$ cat src/hw/rtl/table_interp_temperature_macros.svh
// Assertion macros for the table interpolation block.
// Used by the top level; expects clk and rst_n in scope.
`ifndef TABLE_INTERP_TEMPERATURE_MACROS_SVH
`define TABLE_INTERP_TEMPERATURE_MACROS_SVH

// same-cycle implication
`define TBLINT_ASSERT_NOW(label, ante, cons, msg) \
  label: assert property (@(posedge clk) disable iff (!rst_n) (ante) |-> (cons)) \
    else $error(msg);

// next-cycle implication
`define TBLINT_ASSERT_NEXT(label, ante, cons, msg) \
  label: assert property (@(posedge clk) disable iff (!rst_n) (ante) |=> (cons)) \
    else $error(msg);

`endif

$ cat src/hw/rtl/tblint_pkg.sv
`timescale 1ns / 1ps
// Shared constants, types and job format for the table interpolation block.
// No dependencies.
package tblint_pkg;

  localparam int TABLE_MAX   = 32;
  localparam int IDX_W       = $clog2(TABLE_MAX);
  localparam int CNT_W       = $clog2(TABLE_MAX + 1);
  localparam int LEN_W       = 6;
  localparam int CODE_W      = 12;
  localparam int TEMP_W      = 16;
  localparam int ENTRY_IDX_W = 5;
  localparam int DT_W        = TEMP_W + 1;
  localparam int PROD_W      = DT_W + CODE_W + 1;
  localparam int MAG_W       = TEMP_W + CODE_W;
  localparam int SUM_W       = TEMP_W + 2;
  localparam int RAM_W       = CODE_W + TEMP_W;
  localparam int QUEUE_DEPTH = 2;
  localparam int PADDR_W     = 3;
  localparam int PDATA_W     = 32;

  localparam logic [LEN_W-1:0] LEN_RESET        = LEN_W'(1);
  localparam logic             REG_TABLE_LENGTH = 1'b0;

  typedef enum logic [1:0] {
    OP_NOP,
    OP_LOAD,
    OP_CONV
  } op_t;

  typedef struct packed {
    op_t                      op;
    logic [IDX_W-1:0]         idx;
    logic [CODE_W-1:0]        code;
    logic signed [TEMP_W-1:0] temp;
    logic [CODE_W-1:0]        adc;
  } job_t;

  typedef struct packed {
    logic pop;
    logic busy;
  } back_stat_t;

endpackage

$ cat src/hw/rtl/tblint_req_if.sv
`timescale 1ns / 1ps
// Input channel: load and convert requests.
// Depends on tblint_pkg.
interface tblint_req_if;
  import tblint_pkg::*;

  logic                          valid;
  logic                          ready;
  logic                          req_type;
  logic [ENTRY_IDX_W-1:0]        entry_index;
  logic [CODE_W-1:0]             entry_code;
  logic signed [TEMP_W-1:0]      entry_temp;
  logic [CODE_W-1:0]             adc_code;

  modport source (output valid, req_type, entry_index, entry_code, entry_temp, adc_code,
                  input ready);
  modport sink   (input valid, req_type, entry_index, entry_code, entry_temp, adc_code,
                  output ready);
endinterface

$ cat src/hw/rtl/tblint_rsp_if.sv
`timescale 1ns / 1ps
// Result channel: interpolated temperature.
// Depends on tblint_pkg.
interface tblint_rsp_if;
  import tblint_pkg::*;

  logic                     valid;
  logic                     ready;
  logic signed [TEMP_W-1:0] temp_x10;

  modport source (output valid, temp_x10, input ready);
  modport sink   (input valid, temp_x10, output ready);
endinterface

$ cat src/hw/rtl/tblint_ram.sv
`timescale 1ns / 1ps
// Generic single-write, single-read RAM with registered read data.
// No dependencies.
module tblint_ram #(
  parameter int WIDTH = 8,
  parameter int DEPTH = 16
) (
  input  logic                     clk,
  input  logic                     we,
  input  logic [$clog2(DEPTH)-1:0] waddr,
  input  logic [WIDTH-1:0]         wdata,
  input  logic                     re,
  input  logic [$clog2(DEPTH)-1:0] raddr,
  output logic [WIDTH-1:0]         rdata
);

  logic [WIDTH-1:0] mem [DEPTH];

  always_ff @(posedge clk) begin
    if (we) begin
      mem[waddr] <= wdata;
    end
    if (re) begin
      rdata <= mem[raddr];
    end
  end

endmodule

$ cat src/hw/rtl/tblint_div.sv
`timescale 1ns / 1ps
// Restoring unsigned divider, one quotient bit per cycle.
// Depends on tblint_pkg.
module tblint_div
  import tblint_pkg::*;
(
  input  logic              clk,
  input  logic              rst_n,
  input  logic              start,
  input  logic [MAG_W-1:0]  dividend,
  input  logic [CODE_W-1:0] divisor,
  output logic              done,
  output logic [MAG_W-1:0]  quot
);

  localparam int DCNT_W = $clog2(MAG_W + 1);

  logic              busy_r;
  logic              done_r;
  logic [DCNT_W-1:0] cnt_r;
  logic [CODE_W:0]   rem_r;
  logic [MAG_W-1:0]  quo_r;
  logic [CODE_W-1:0] den_r;

  logic [CODE_W:0] shifted;
  logic [CODE_W:0] diff;
  logic            ge;

  always_comb begin
    shifted = {rem_r[CODE_W-1:0], quo_r[MAG_W-1]};
    ge      = shifted >= {1'b0, den_r};
    diff    = shifted - {1'b0, den_r};
  end

  always_ff @(posedge clk) begin
    if (!rst_n) begin
      busy_r <= 1'b0;
      done_r <= 1'b0;
    end else begin
      done_r <= 1'b0;
      if (start) begin
        busy_r <= 1'b1;
        cnt_r  <= DCNT_W'(MAG_W);
        rem_r  <= '0;
        quo_r  <= dividend;
        den_r  <= divisor;
      end else if (busy_r) begin
        rem_r <= ge ? diff : shifted;
        quo_r <= {quo_r[MAG_W-2:0], ge};
        cnt_r <= cnt_r - DCNT_W'(1);
        if (cnt_r == DCNT_W'(1)) begin
          busy_r <= 1'b0;
          done_r <= 1'b1;
        end
      end
    end
  end

  assign done = done_r;
  assign quot = quo_r;

endmodule

$ cat src/hw/rtl/tblint_front.sv
`timescale 1ns / 1ps
// Front end: accepts request beats, classifies them, queues jobs for the back end.
// Depends on tblint_pkg and tblint_req_if.
module tblint_front
  import tblint_pkg::*;
(
  input  logic        clk,
  input  logic        rst_n,
  tblint_req_if.sink  in_chan,
  output job_t        job,
  output logic        job_valid,
  input  logic        job_pop
);

  localparam int QPTR_W = (QUEUE_DEPTH > 1) ? $clog2(QUEUE_DEPTH) : 1;
  localparam int QCNT_W = $clog2(QUEUE_DEPTH + 1);

  job_t              q_r [QUEUE_DEPTH];
  logic [QPTR_W-1:0] wr_ptr_r;
  logic [QPTR_W-1:0] rd_ptr_r;
  logic [QCNT_W-1:0] cnt_r;

  job_t new_job;
  logic accept;
  logic push;

  always_comb begin
    new_job.idx  = IDX_W'(in_chan.entry_index);
    new_job.code = in_chan.entry_code;
    new_job.temp = in_chan.entry_temp;
    new_job.adc  = in_chan.adc_code;
    if (in_chan.req_type) begin
      new_job.op = OP_CONV;
    end else if (32'(in_chan.entry_index) < 32'(TABLE_MAX)) begin
      new_job.op = OP_LOAD;
    end else begin
      new_job.op = OP_NOP;
    end
  end

  assign in_chan.ready = cnt_r != QCNT_W'(QUEUE_DEPTH);
  assign accept        = in_chan.valid && in_chan.ready;
  assign push          = accept && (new_job.op != OP_NOP);
  assign job_valid     = cnt_r != '0;
  assign job           = q_r[rd_ptr_r];

  always_ff @(posedge clk) begin
    if (!rst_n) begin
      wr_ptr_r <= '0;
      rd_ptr_r <= '0;
      cnt_r    <= '0;
    end else begin
      if (push) begin
        q_r[wr_ptr_r] <= new_job;
        wr_ptr_r <= (wr_ptr_r == QPTR_W'(QUEUE_DEPTH - 1)) ? '0 : wr_ptr_r + QPTR_W'(1);
      end
      if (job_pop) begin
        rd_ptr_r <= (rd_ptr_r == QPTR_W'(QUEUE_DEPTH - 1)) ? '0 : rd_ptr_r + QPTR_W'(1);
      end
      if (push && !job_pop) begin
        cnt_r <= cnt_r + QCNT_W'(1);
      end else if (!push && job_pop) begin
        cnt_r <= cnt_r - QCNT_W'(1);
      end
    end
  end

endmodule

$ cat src/hw/rtl/tblint_back.sv
`timescale 1ns / 1ps
// Back end: table memory, sequential search, multiply and serial divide, result register.
// Depends on tblint_pkg, tblint_ram, tblint_div and tblint_rsp_if.
module tblint_back
  import tblint_pkg::*;
(
  input  logic              clk,
  input  logic              rst_n,
  input  logic [CNT_W-1:0]  npts,
  input  job_t              job,
  input  logic              job_valid,
  output back_stat_t        stat,
  tblint_rsp_if.source      out_chan
);

  typedef enum logic [2:0] {
    S_IDLE,
    S_FIRST,
    S_SCAN,
    S_MUL,
    S_DSTART,
    S_DIV,
    S_PUT
  } state_t;

  state_t                   state_r;
  logic [CODE_W-1:0]        adc_r;
  logic [IDX_W-1:0]         idx_r;
  logic [CODE_W-1:0]        prev_code_r;
  logic signed [TEMP_W-1:0] prev_temp_r;
  logic signed [DT_W-1:0]   dt_r;
  logic [CODE_W-1:0]        dx_r;
  logic [CODE_W-1:0]        den_r;
  logic signed [TEMP_W-1:0] base_r;
  logic signed [PROD_W-1:0] prod_r;
  logic                     neg_r;
  logic signed [TEMP_W-1:0] res_r;
  logic                     out_valid_r;
  logic signed [TEMP_W-1:0] out_temp_r;

  logic                     ram_we;
  logic                     ram_re;
  logic [IDX_W-1:0]         ram_raddr;
  logic [RAM_W-1:0]         ram_rdata;
  logic [CODE_W-1:0]        rd_code;
  logic signed [TEMP_W-1:0] rd_temp;
  logic signed [CODE_W:0]   den_c;
  logic signed [PROD_W-1:0] prod_abs;
  logic                     div_start;
  logic                     div_done;
  logic [MAG_W-1:0]         div_quot;
  logic signed [SUM_W-1:0]  qs;
  logic signed [SUM_W-1:0]  sum;
  logic                     is_last;

  tblint_ram #(
    .WIDTH (RAM_W),
    .DEPTH (TABLE_MAX)
  ) u_ram (
    .clk   (clk),
    .we    (ram_we),
    .waddr (job.idx),
    .wdata ({job.code, job.temp}),
    .re    (ram_re),
    .raddr (ram_raddr),
    .rdata (ram_rdata)
  );

  tblint_div u_div (
    .clk      (clk),
    .rst_n    (rst_n),
    .start    (div_start),
    .dividend (prod_abs[MAG_W-1:0]),
    .divisor  (den_r),
    .done     (div_done),
    .quot     (div_quot)
  );

  always_comb begin
    rd_code   = ram_rdata[TEMP_W +: CODE_W];
    rd_temp   = $signed(ram_rdata[TEMP_W-1:0]);
    den_c     = $signed({1'b0, rd_code}) - $signed({1'b0, prev_code_r});
    prod_abs  = prod_r[PROD_W-1] ? -prod_r : prod_r;
    qs        = $signed({1'b0, div_quot[TEMP_W:0]});
    sum       = SUM_W'(base_r) + (neg_r ? -qs : qs);
    is_last   = CNT_W'(idx_r) == (npts - CNT_W'(1));
    ram_we    = 1'b0;
    ram_re    = 1'b0;
    ram_raddr = '0;
    div_start = 1'b0;
    stat.pop  = 1'b0;
    stat.busy = state_r != S_IDLE;
    case (state_r)
      S_IDLE: begin
        if (job_valid) begin
          stat.pop = 1'b1;
          ram_we   = job.op == OP_LOAD;
          ram_re   = job.op == OP_CONV;
        end
      end
      S_FIRST: begin
        ram_re    = 1'b1;
        ram_raddr = IDX_W'(1);
      end
      S_SCAN: begin
        ram_re    = 1'b1;
        ram_raddr = idx_r + IDX_W'(1);
      end
      S_DSTART: begin
        div_start = 1'b1;
      end
      default: begin
      end
    endcase
  end

  always_ff @(posedge clk) begin
    if (!rst_n) begin
      state_r     <= S_IDLE;
      out_valid_r <= 1'b0;
    end else begin
      if (out_valid_r && out_chan.ready && state_r != S_PUT) begin
        out_valid_r <= 1'b0;
      end
      case (state_r)
        S_IDLE: begin
          if (job_valid && job.op == OP_CONV) begin
            adc_r   <= job.adc;
            state_r <= S_FIRST;
          end
        end
        S_FIRST: begin
          if (adc_r <= rd_code || npts == CNT_W'(1)) begin
            res_r   <= rd_temp;
            state_r <= S_PUT;
          end else begin
            prev_code_r <= rd_code;
            prev_temp_r <= rd_temp;
            idx_r       <= IDX_W'(1);
            state_r     <= S_SCAN;
          end
        end
        S_SCAN: begin
          if (adc_r <= rd_code) begin
            if (den_c <= 0) begin
              res_r   <= rd_temp;
              state_r <= S_PUT;
            end else begin
              dt_r    <= DT_W'(rd_temp) - DT_W'(prev_temp_r);
              dx_r    <= adc_r - prev_code_r;
              den_r   <= den_c[CODE_W-1:0];
              base_r  <= prev_temp_r;
              state_r <= S_MUL;
            end
          end else if (is_last) begin
            res_r   <= rd_temp;
            state_r <= S_PUT;
          end else begin
            prev_code_r <= rd_code;
            prev_temp_r <= rd_temp;
            idx_r       <= idx_r + IDX_W'(1);
          end
        end
        S_MUL: begin
          prod_r  <= PROD_W'(dt_r) * PROD_W'($signed({1'b0, dx_r}));
          state_r <= S_DSTART;
        end
        S_DSTART: begin
          neg_r   <= prod_r[PROD_W-1];
          state_r <= S_DIV;
        end
        S_DIV: begin
          if (div_done) begin
            res_r   <= sum[TEMP_W-1:0];
            state_r <= S_PUT;
          end
        end
        S_PUT: begin
          if (!out_valid_r || out_chan.ready) begin
            out_valid_r <= 1'b1;
            out_temp_r  <= res_r;
            state_r     <= S_IDLE;
          end
        end
        default: begin
          state_r <= S_IDLE;
        end
      endcase
    end
  end

  assign out_chan.valid    = out_valid_r;
  assign out_chan.temp_x10 = out_temp_r;

endmodule

$ cat src/hw/rtl/table_interp_temperature.sv
`timescale 1ns / 1ps
// Top level of the thermistor table interpolation block: config register, front, back.
// Depends on tblint_pkg, the channel interfaces, tblint_front, tblint_back and the macros.
//
//   channel   dir   handshake         payload
//   in_chan   in    valid / ready     req_type, entry_index, entry_code, entry_temp, adc_code
//   out_chan  out   valid / ready     temp_x10
//   cfg       in    APB psel/penable  table_length at byte address 0
//
// A load beat is written to table memory by the back end; a convert beat searches the table
// point by point and, when it interpolates, multiplies and runs a 28-step divide.
// Reset is synchronous and active low; the table memory keeps its contents across reset.
// A two-entry job queue lets input beats be accepted while the back end or out_chan stalls.
`include "table_interp_temperature_macros.svh"
module table_interp_temperature
  import tblint_pkg::*;
(
  input  logic               clk,
  input  logic               rst_n,
  tblint_req_if.sink         in_chan,
  tblint_rsp_if.source       out_chan,
  input  logic               psel,
  input  logic               penable,
  input  logic               pwrite,
  input  logic [PADDR_W-1:0] paddr,
  input  logic [PDATA_W-1:0] pwdata,
  output logic [PDATA_W-1:0] prdata,
  output logic               pready
);

  logic [LEN_W-1:0] len_r;
  logic [CNT_W-1:0] npts;
  job_t             job;
  logic             job_valid;
  back_stat_t       stat;
  logic             reg_sel;

  assign pready  = 1'b1;
  assign reg_sel = paddr[2] == REG_TABLE_LENGTH;
  assign prdata  = reg_sel ? PDATA_W'(len_r) : '0;

  always_ff @(posedge clk) begin
    if (!rst_n) begin
      len_r <= LEN_RESET;
    end else if (psel && penable && pwrite && pready && reg_sel) begin
      len_r <= pwdata[LEN_W-1:0];
    end
  end

  always_comb begin
    if (len_r == '0) begin
      npts = CNT_W'(1);
    end else if (32'(len_r) > 32'(TABLE_MAX)) begin
      npts = CNT_W'(TABLE_MAX);
    end else begin
      npts = CNT_W'(len_r);
    end
  end

  tblint_front u_front (
    .clk       (clk),
    .rst_n     (rst_n),
    .in_chan   (in_chan),
    .job       (job),
    .job_valid (job_valid),
    .job_pop   (stat.pop)
  );

  tblint_back u_back (
    .clk       (clk),
    .rst_n     (rst_n),
    .npts      (npts),
    .job       (job),
    .job_valid (job_valid),
    .stat      (stat),
    .out_chan  (out_chan)
  );

  `TBLINT_ASSERT_NOW(a_pop_valid, stat.pop, job_valid, "job popped from empty queue")
  `TBLINT_ASSERT_NOW(a_npts_range, 1'b1, npts != '0 && npts <= CNT_W'(TABLE_MAX), "bad point count")
  `TBLINT_ASSERT_NEXT(a_no_stray_result, !stat.busy && !job_valid, !$rose(out_chan.valid), "result without job")

endmodule
$ cat src/flat_wrapper.sv
// flat-port wrapper written by rule: the top's interface ports become plain ports
module table_interp_temperature_flat import tblint_pkg::*;
  (clk, rst_n, psel, penable, pwrite, paddr, pwdata, prdata, pready, in_chan_valid, in_chan_req_type, in_chan_entry_index, in_chan_entry_code, in_chan_entry_temp, in_chan_adc_code, in_chan_ready, out_chan_valid, out_chan_temp_x10, out_chan_ready);
  tblint_req_if in_chan_i ();
  tblint_rsp_if out_chan_i ();
  input  logic clk;
  input  logic rst_n;
  input  logic psel;
  input  logic penable;
  input  logic pwrite;
  input  logic [PADDR_W-1:0] paddr;
  input  logic [PDATA_W-1:0] pwdata;
  output logic [PDATA_W-1:0] prdata;
  output logic pready;
  input wire logic [$bits(in_chan_i.valid)-1:0] in_chan_valid;
  input wire logic [$bits(in_chan_i.req_type)-1:0] in_chan_req_type;
  input wire logic [$bits(in_chan_i.entry_index)-1:0] in_chan_entry_index;
  input wire logic [$bits(in_chan_i.entry_code)-1:0] in_chan_entry_code;
  input wire logic [$bits(in_chan_i.entry_temp)-1:0] in_chan_entry_temp;
  input wire logic [$bits(in_chan_i.adc_code)-1:0] in_chan_adc_code;
  output wire logic [$bits(in_chan_i.ready)-1:0] in_chan_ready;
  output wire logic [$bits(out_chan_i.valid)-1:0] out_chan_valid;
  output wire logic [$bits(out_chan_i.temp_x10)-1:0] out_chan_temp_x10;
  input wire logic [$bits(out_chan_i.ready)-1:0] out_chan_ready;
  assign in_chan_i.valid = in_chan_valid;
  assign in_chan_i.req_type = in_chan_req_type;
  assign in_chan_i.entry_index = in_chan_entry_index;
  assign in_chan_i.entry_code = in_chan_entry_code;
  assign in_chan_i.entry_temp = in_chan_entry_temp;
  assign in_chan_i.adc_code = in_chan_adc_code;
  assign in_chan_ready = in_chan_i.ready;
  assign out_chan_valid = out_chan_i.valid;
  assign out_chan_temp_x10 = out_chan_i.temp_x10;
  assign out_chan_i.ready = out_chan_ready;
  table_interp_temperature u_core (.clk(clk), .rst_n(rst_n), .in_chan(in_chan_i), .out_chan(out_chan_i), .psel(psel), .penable(penable), .pwrite(pwrite), .paddr(paddr), .pwdata(pwdata), .prdata(prdata), .pready(pready));
endmodule
$ cat config.mk
export PLATFORM = sky130hd
export DESIGN_NAME = table_interp_temperature_flat
export DESIGN_NICKNAME = d
export VERILOG_FILES = /design/src/hw/rtl/tblint_pkg.sv /design/src/hw/rtl/tblint_req_if.sv /design/src/hw/rtl/tblint_rsp_if.sv /design/src/hw/rtl/tblint_ram.sv /design/src/hw/rtl/tblint_div.sv /design/src/hw/rtl/tblint_front.sv /design/src/hw/rtl/tblint_back.sv /design/src/hw/rtl/table_interp_temperature.sv /design/src/flat_wrapper.sv
export VERILOG_INCLUDE_DIRS = /design/src /design/src/hw/rtl
export SDC_FILE = /design/constraint.sdc
export NUM_CORES = 2
export LEC_CHECK = 0
export ABC_AREA = 1
export BUFFER_PORTS_ARGS = -buffer_cell sky130_fd_sc_hd__buf_2
export CORE_MARGIN = 3
export CORE_UTILIZATION = 63
export CTS_CLUSTER_SIZE = 20
export DETAILED_ROUTE_END_ITERATION = 8
export PLACE_DENSITY = 0.8
export SLEW_MARGIN = 20
export SYNTH_ARGS = -nofsm -noshare
export SYNTH_HDL_FRONTEND = slang
export SYNTH_SLANG_ARGS = --single-unit
$ cat constraint.sdc
create_clock -name clk -period 6 [get_ports clk]
set_input_delay 1.5 -clock clk [delete_from_list [all_inputs] [get_ports clk]]
set_output_delay 1.5 -clock clk [all_outputs]
set_load 0.005 [all_outputs]
==> summary.txt <==
Outcome
  – Status: completed

Worst setup path
  – Buf/Inv on CP: 5
  – Most frequent cell on the critical path: fa_1
  – Critical path, cell by cell: buf_4 -> nand2_1 -> fa_1 -> inv_1 -> fa_1 -> fa_1 -> fa_1 -> inv_1 -> fa_1 -> inv_1 -> ha_1 -> a21oi_1 -> o21ai_0 -> a21oi_1 -> o311ai_0 -> buf_4 -> xor2_1
  – CP max stage cell: edfxtp_1
  – Slowest stage delay, CP: 620 ps
  – Reg2reg end: u_core.u_back.prod_r[29]
  – Critical path startpoint category: register
  – Worst r2r path cells: 17
  – FF-to-FF Start: u_core.u_back.dt_r[7]
  – Crit path max fanout: 7
  – Critical path's top delay family: adder cells
  – R2r setup slk: 510 ps
  – CP arrival: 5970 ps
  – WS Path Type: register to register
  – CP endpoint kind: register
  – Worst Path Required: 6480 ps

CTS
  – Number of hold buffers added after CTS: 0
  – Clock Tree Root: clkbuf_16
  – Clk pin slew, worst setup/hold paths: 60 ps
  – CTS tree: done
  – # H-tree levels: 3
  – Sink Count: 1256
  – Post-cts gate resize count: 0
  – Num CTS Buffers: 120
  – Worst-Skew Late Latency: 730 ps
  – Setup bufs post-CTS: 0
  – CTS Buffer Depth: 3

Placed design
  – Post-DP HPWL: 95000 um
  – Place WS: 517 ps
  – # port buffers: 83
  – Placed cells: 6281
  – Routability cong.: 0.954

STA
  – Fmax: 182 MHz
  – Transition time of the tightest slew-check pin: 1270 ps
  – Slew margin rel.: 0.151
  – Fin. max-slew vios: 0
  – Post-layout min period: 5490 ps
  – Setup TNS: 0 ps
  – Final WS setup: 511 ps
  – Worst clock skew: 81.5 ps
  – Final-report hold violation count: 0
  – RSZ-0062 raised after global routing: false
  – Setup violators final: 0
  – Final period utilization: 0.915

Logic synthesis
  – Async S/R FF share, synth: 0
  – Synth Flop Type: edfxtp_1
  – Seq/Total Area, Yosys: 0.616
  – Flops & latches, synth: 1256
  – Top post-synthesis cells by area: edfxtp_1, fa_1, o211ai_1, nand2_1, inv_1
  – Ys Warns: 0
  – Most common cell in the netlist: edfxtp_1
  – Synth Instances: 5094
  – Post-synth top area cell: edfxtp_1
  – Syn avg cell area: 12.0 um2
  – Yosys cell types: 47
  – Post-synth EDFFs: 1239
  – Synthesized area: 60900 um2
  – Synth top cells by count: edfxtp_1, nand2_1, inv_1
  – Top-area cell type share of the netlist area: 0.611

Global route
  – Vias in the first global route: 39800
  – GRT overflow: 0
  – GRT Overall Usage: 0.305
  – First-pass GRT wire length: 230000 um
  – Largest net degree at the start of global routing: 276
  – Initial antenna violation count: 8

Final layout
  – Cell Count, Final, Fillers Out: 6502
  – Layout area overhead: 9.29%
  – Fillers: 6335
  – Util after Layout: 0.697
  – FF+latch area: 37500 um2
  – Final nets: 5574
  – Area of the multi-input gates: 20500 um2
  – Share of cells above drive strength 1: 0.119

Hold path
  – Hold EP: u_core.u_back.out_chan.temp_x10[11]
  – Min-Delay Path Depth: 0
  – Hold path start: u_core.u_back.res_r[11]
  – HP Class: register to register

Floorplan
  – Die Y: 317 um
  – Rows: 113
  – Die ar.: 100000 um2
  – Starting Density: 0.638
  – I/O Pins: 139
  – Width of the die: 317 um
  – Core footprint: 95400 um2

Power
  – Combinational power share: 0.407
  – Leak: 25.0 nW
  – Sw frac: 0.384
  – Internal Power: 19.5 mW
  – Peak supply drop: 0.457 mV
  – Clock group share of total power: 0.225
  – Power Dens Cells: 475 nW/um2
  – Sw power: 12.2 mW
  – Flop pwr share: 0.368

Routing
  – Routed Antenna Nets: 0
  – DRC: 0
  – Routed wire length per instance: 23.5 um
  – Pre-Repair DR Iteration Count: 9
  – Routed via count: 40200
  – Initial DRC count: 5061
  – Avg Vias per Cell: 6.18
  – DRT Wirelength: 153000 um

Job
  – Max-Cap Viols: 0
==> area by class of cell <==
type,instances,share of cell area
antenna,2,0.0000752
clock buffer,164,0.0476
clock inverter,55,0.00744
inverter,559,0.0317
multi-input combinational,3027,0.308
sequential,1256,0.564
tap,1265,0.0238
timing repair buffer,174,0.0176
==> worst register-to-register path, cell delays in order, from the launching register on <==
cell	delay [ps]
edfxtp_1	620
buf_4	240
nand2_1	80
fa_1	560
inv_1	60
fa_1	560
fa_1	450
fa_1	490
inv_1	40
fa_1	470
inv_1	70
ha_1	380
a21oi_1	110
o21ai_0	330
a21oi_1	110
o311ai_0	420
buf_4	190
xor2_1	50
==> power groups by stage <==
stage               combinational [mW]  clock, mW  sequential (mW)
floorplan                         9.15          0             11.6
global placement                  12.3          0             11.8
detailed placement                12.7          0             11.8
CTS                               12.8       7.15             11.6
global route                      14.4       7.53             11.7
finish                            12.9       7.11             11.6
==> worst max-delay path by stage <==
stage / depth (start not counted) / start / slack (ps) / end
floorplan: 3 / rst_n / 480 / u_core.u_front.q_r[1][0]
detailed placement: 17 / u_core.u_back.dt_r[7] / 520 / u_core.u_back.prod_r[29]
CTS: 17 / u_core.u_back.dt_r[7] / 500 / u_core.u_back.prod_r[29]
finish: 17 / u_core.u_back.dt_r[7] / 510 / u_core.u_back.prod_r[29]
global placement: 16 / u_core.u_back.dt_r[16] / 530 / u_core.u_back.prod_r[29]
global route: 21 / u_core.u_back.dt_r[7] / 250 / u_core.u_back.prod_r[20]
==> placed cells by master, fill, tap and decap left out, types with 6 or more instances in the layout <==
| cell | n |
|---|---|
| a31oi_1 | 10 |
| clkinv_2 | 10 |
| edfxtp_1 | 1239 |
| clkbuf_1 | 44 |
| nor2_1 | 352 |
| or2_2 | 205 |
| ha_1 | 155 |
| nand2_1 | 674 |
| xor2_1 | 64 |
| nand3_1 | 198 |
| a21oi_1 | 116 |
| o211ai_1 | 453 |
| o21ai_0 | 295 |
| or2_1 | 23 |
| clkinv_1 | 29 |
| nor3_1 | 19 |
| a21o_1 | 10 |
| buf_2 | 83 |
| clkbuf_16 | 120 |
| conb_1 | 27 |
| dfxtp_1 | 16 |
| inv_2 | 6 |
| buf_4 | 85 |
| inv_1 | 548 |
| fa_1 | 193 |
| buf_12 | 6 |
| o21ai_1 | 37 |
| mux2_2 | 41 |
| nor2_4 | 36 |
| nand3b_1 | 6 |
| nand4_1 | 22 |
| xnor2_1 | 46 |
| o31ai_1 | 7 |
| o21a_1 | 8 |
==> flip-flops by register name (all words and copies together) (netlist names), 5 cells and up, named ones only <==
name,flops
u_core.u_back.u_div.den_r,12
u_core.u_back.dx_r,12
u_core.u_back.base_r,16
u_core.u_back.prod_r,29
u_core.u_back.idx_r,5
u_core.u_back.u_ram.rdata,28
u_core.u_back.prev_temp_r,16
u_core.u_back.adc_r,12
u_core.u_back.u_div.quot,28
u_core.u_front.q_r,94
u_core.u_back.u_div.rem_r,12
u_core.u_back.dt_r,17
u_core.u_back.u_div.cnt_r,5
u_core.u_back.res_r,16
u_core.u_back.out_chan.temp_x10,16
u_core.len_r,6
u_core.u_back.den_r,12
u_core.u_back.u_ram.mem,896
u_core.u_back.prev_code_r,12
==> cells by family (layout without fill, tap and decap cells) <==
kind of cell	after synthesis	in the layout	share of synthesized area
other cells	2	29	0.000123
compound gates	950	950	0.0986
mux	43	43	0.00791
buf+inv	836	952	0.0546
flops	1256	1256	0.616
simple gates	1549	1549	0.111
fa+ha+maj	348	348	0.0953
xor+xnor	110	110	0.0158
==> per-layer routing <==
| layer | part of all wire | global-route usage |
|---|---|---|
| met3 | 0.10 | 0.0559 |
| met1 | 0.37 | 0.399 |
| met4 | 0.050 | 0.140 |
| met2 | 0.48 | 0.503 |
| met5 | 0.00022 | 0 |
==> stage by stage <==
stage	hold WS, ps	total power [mW]	cell area [um2]
global route	398	33.6	66600
CTS	399	31.6	66600
global placement	401	24.1	62900
detailed placement	405	24.5	62900
floorplan	400	20.8	61000
finish	405	31.6	66600
(Power assumes the default switching activity.)
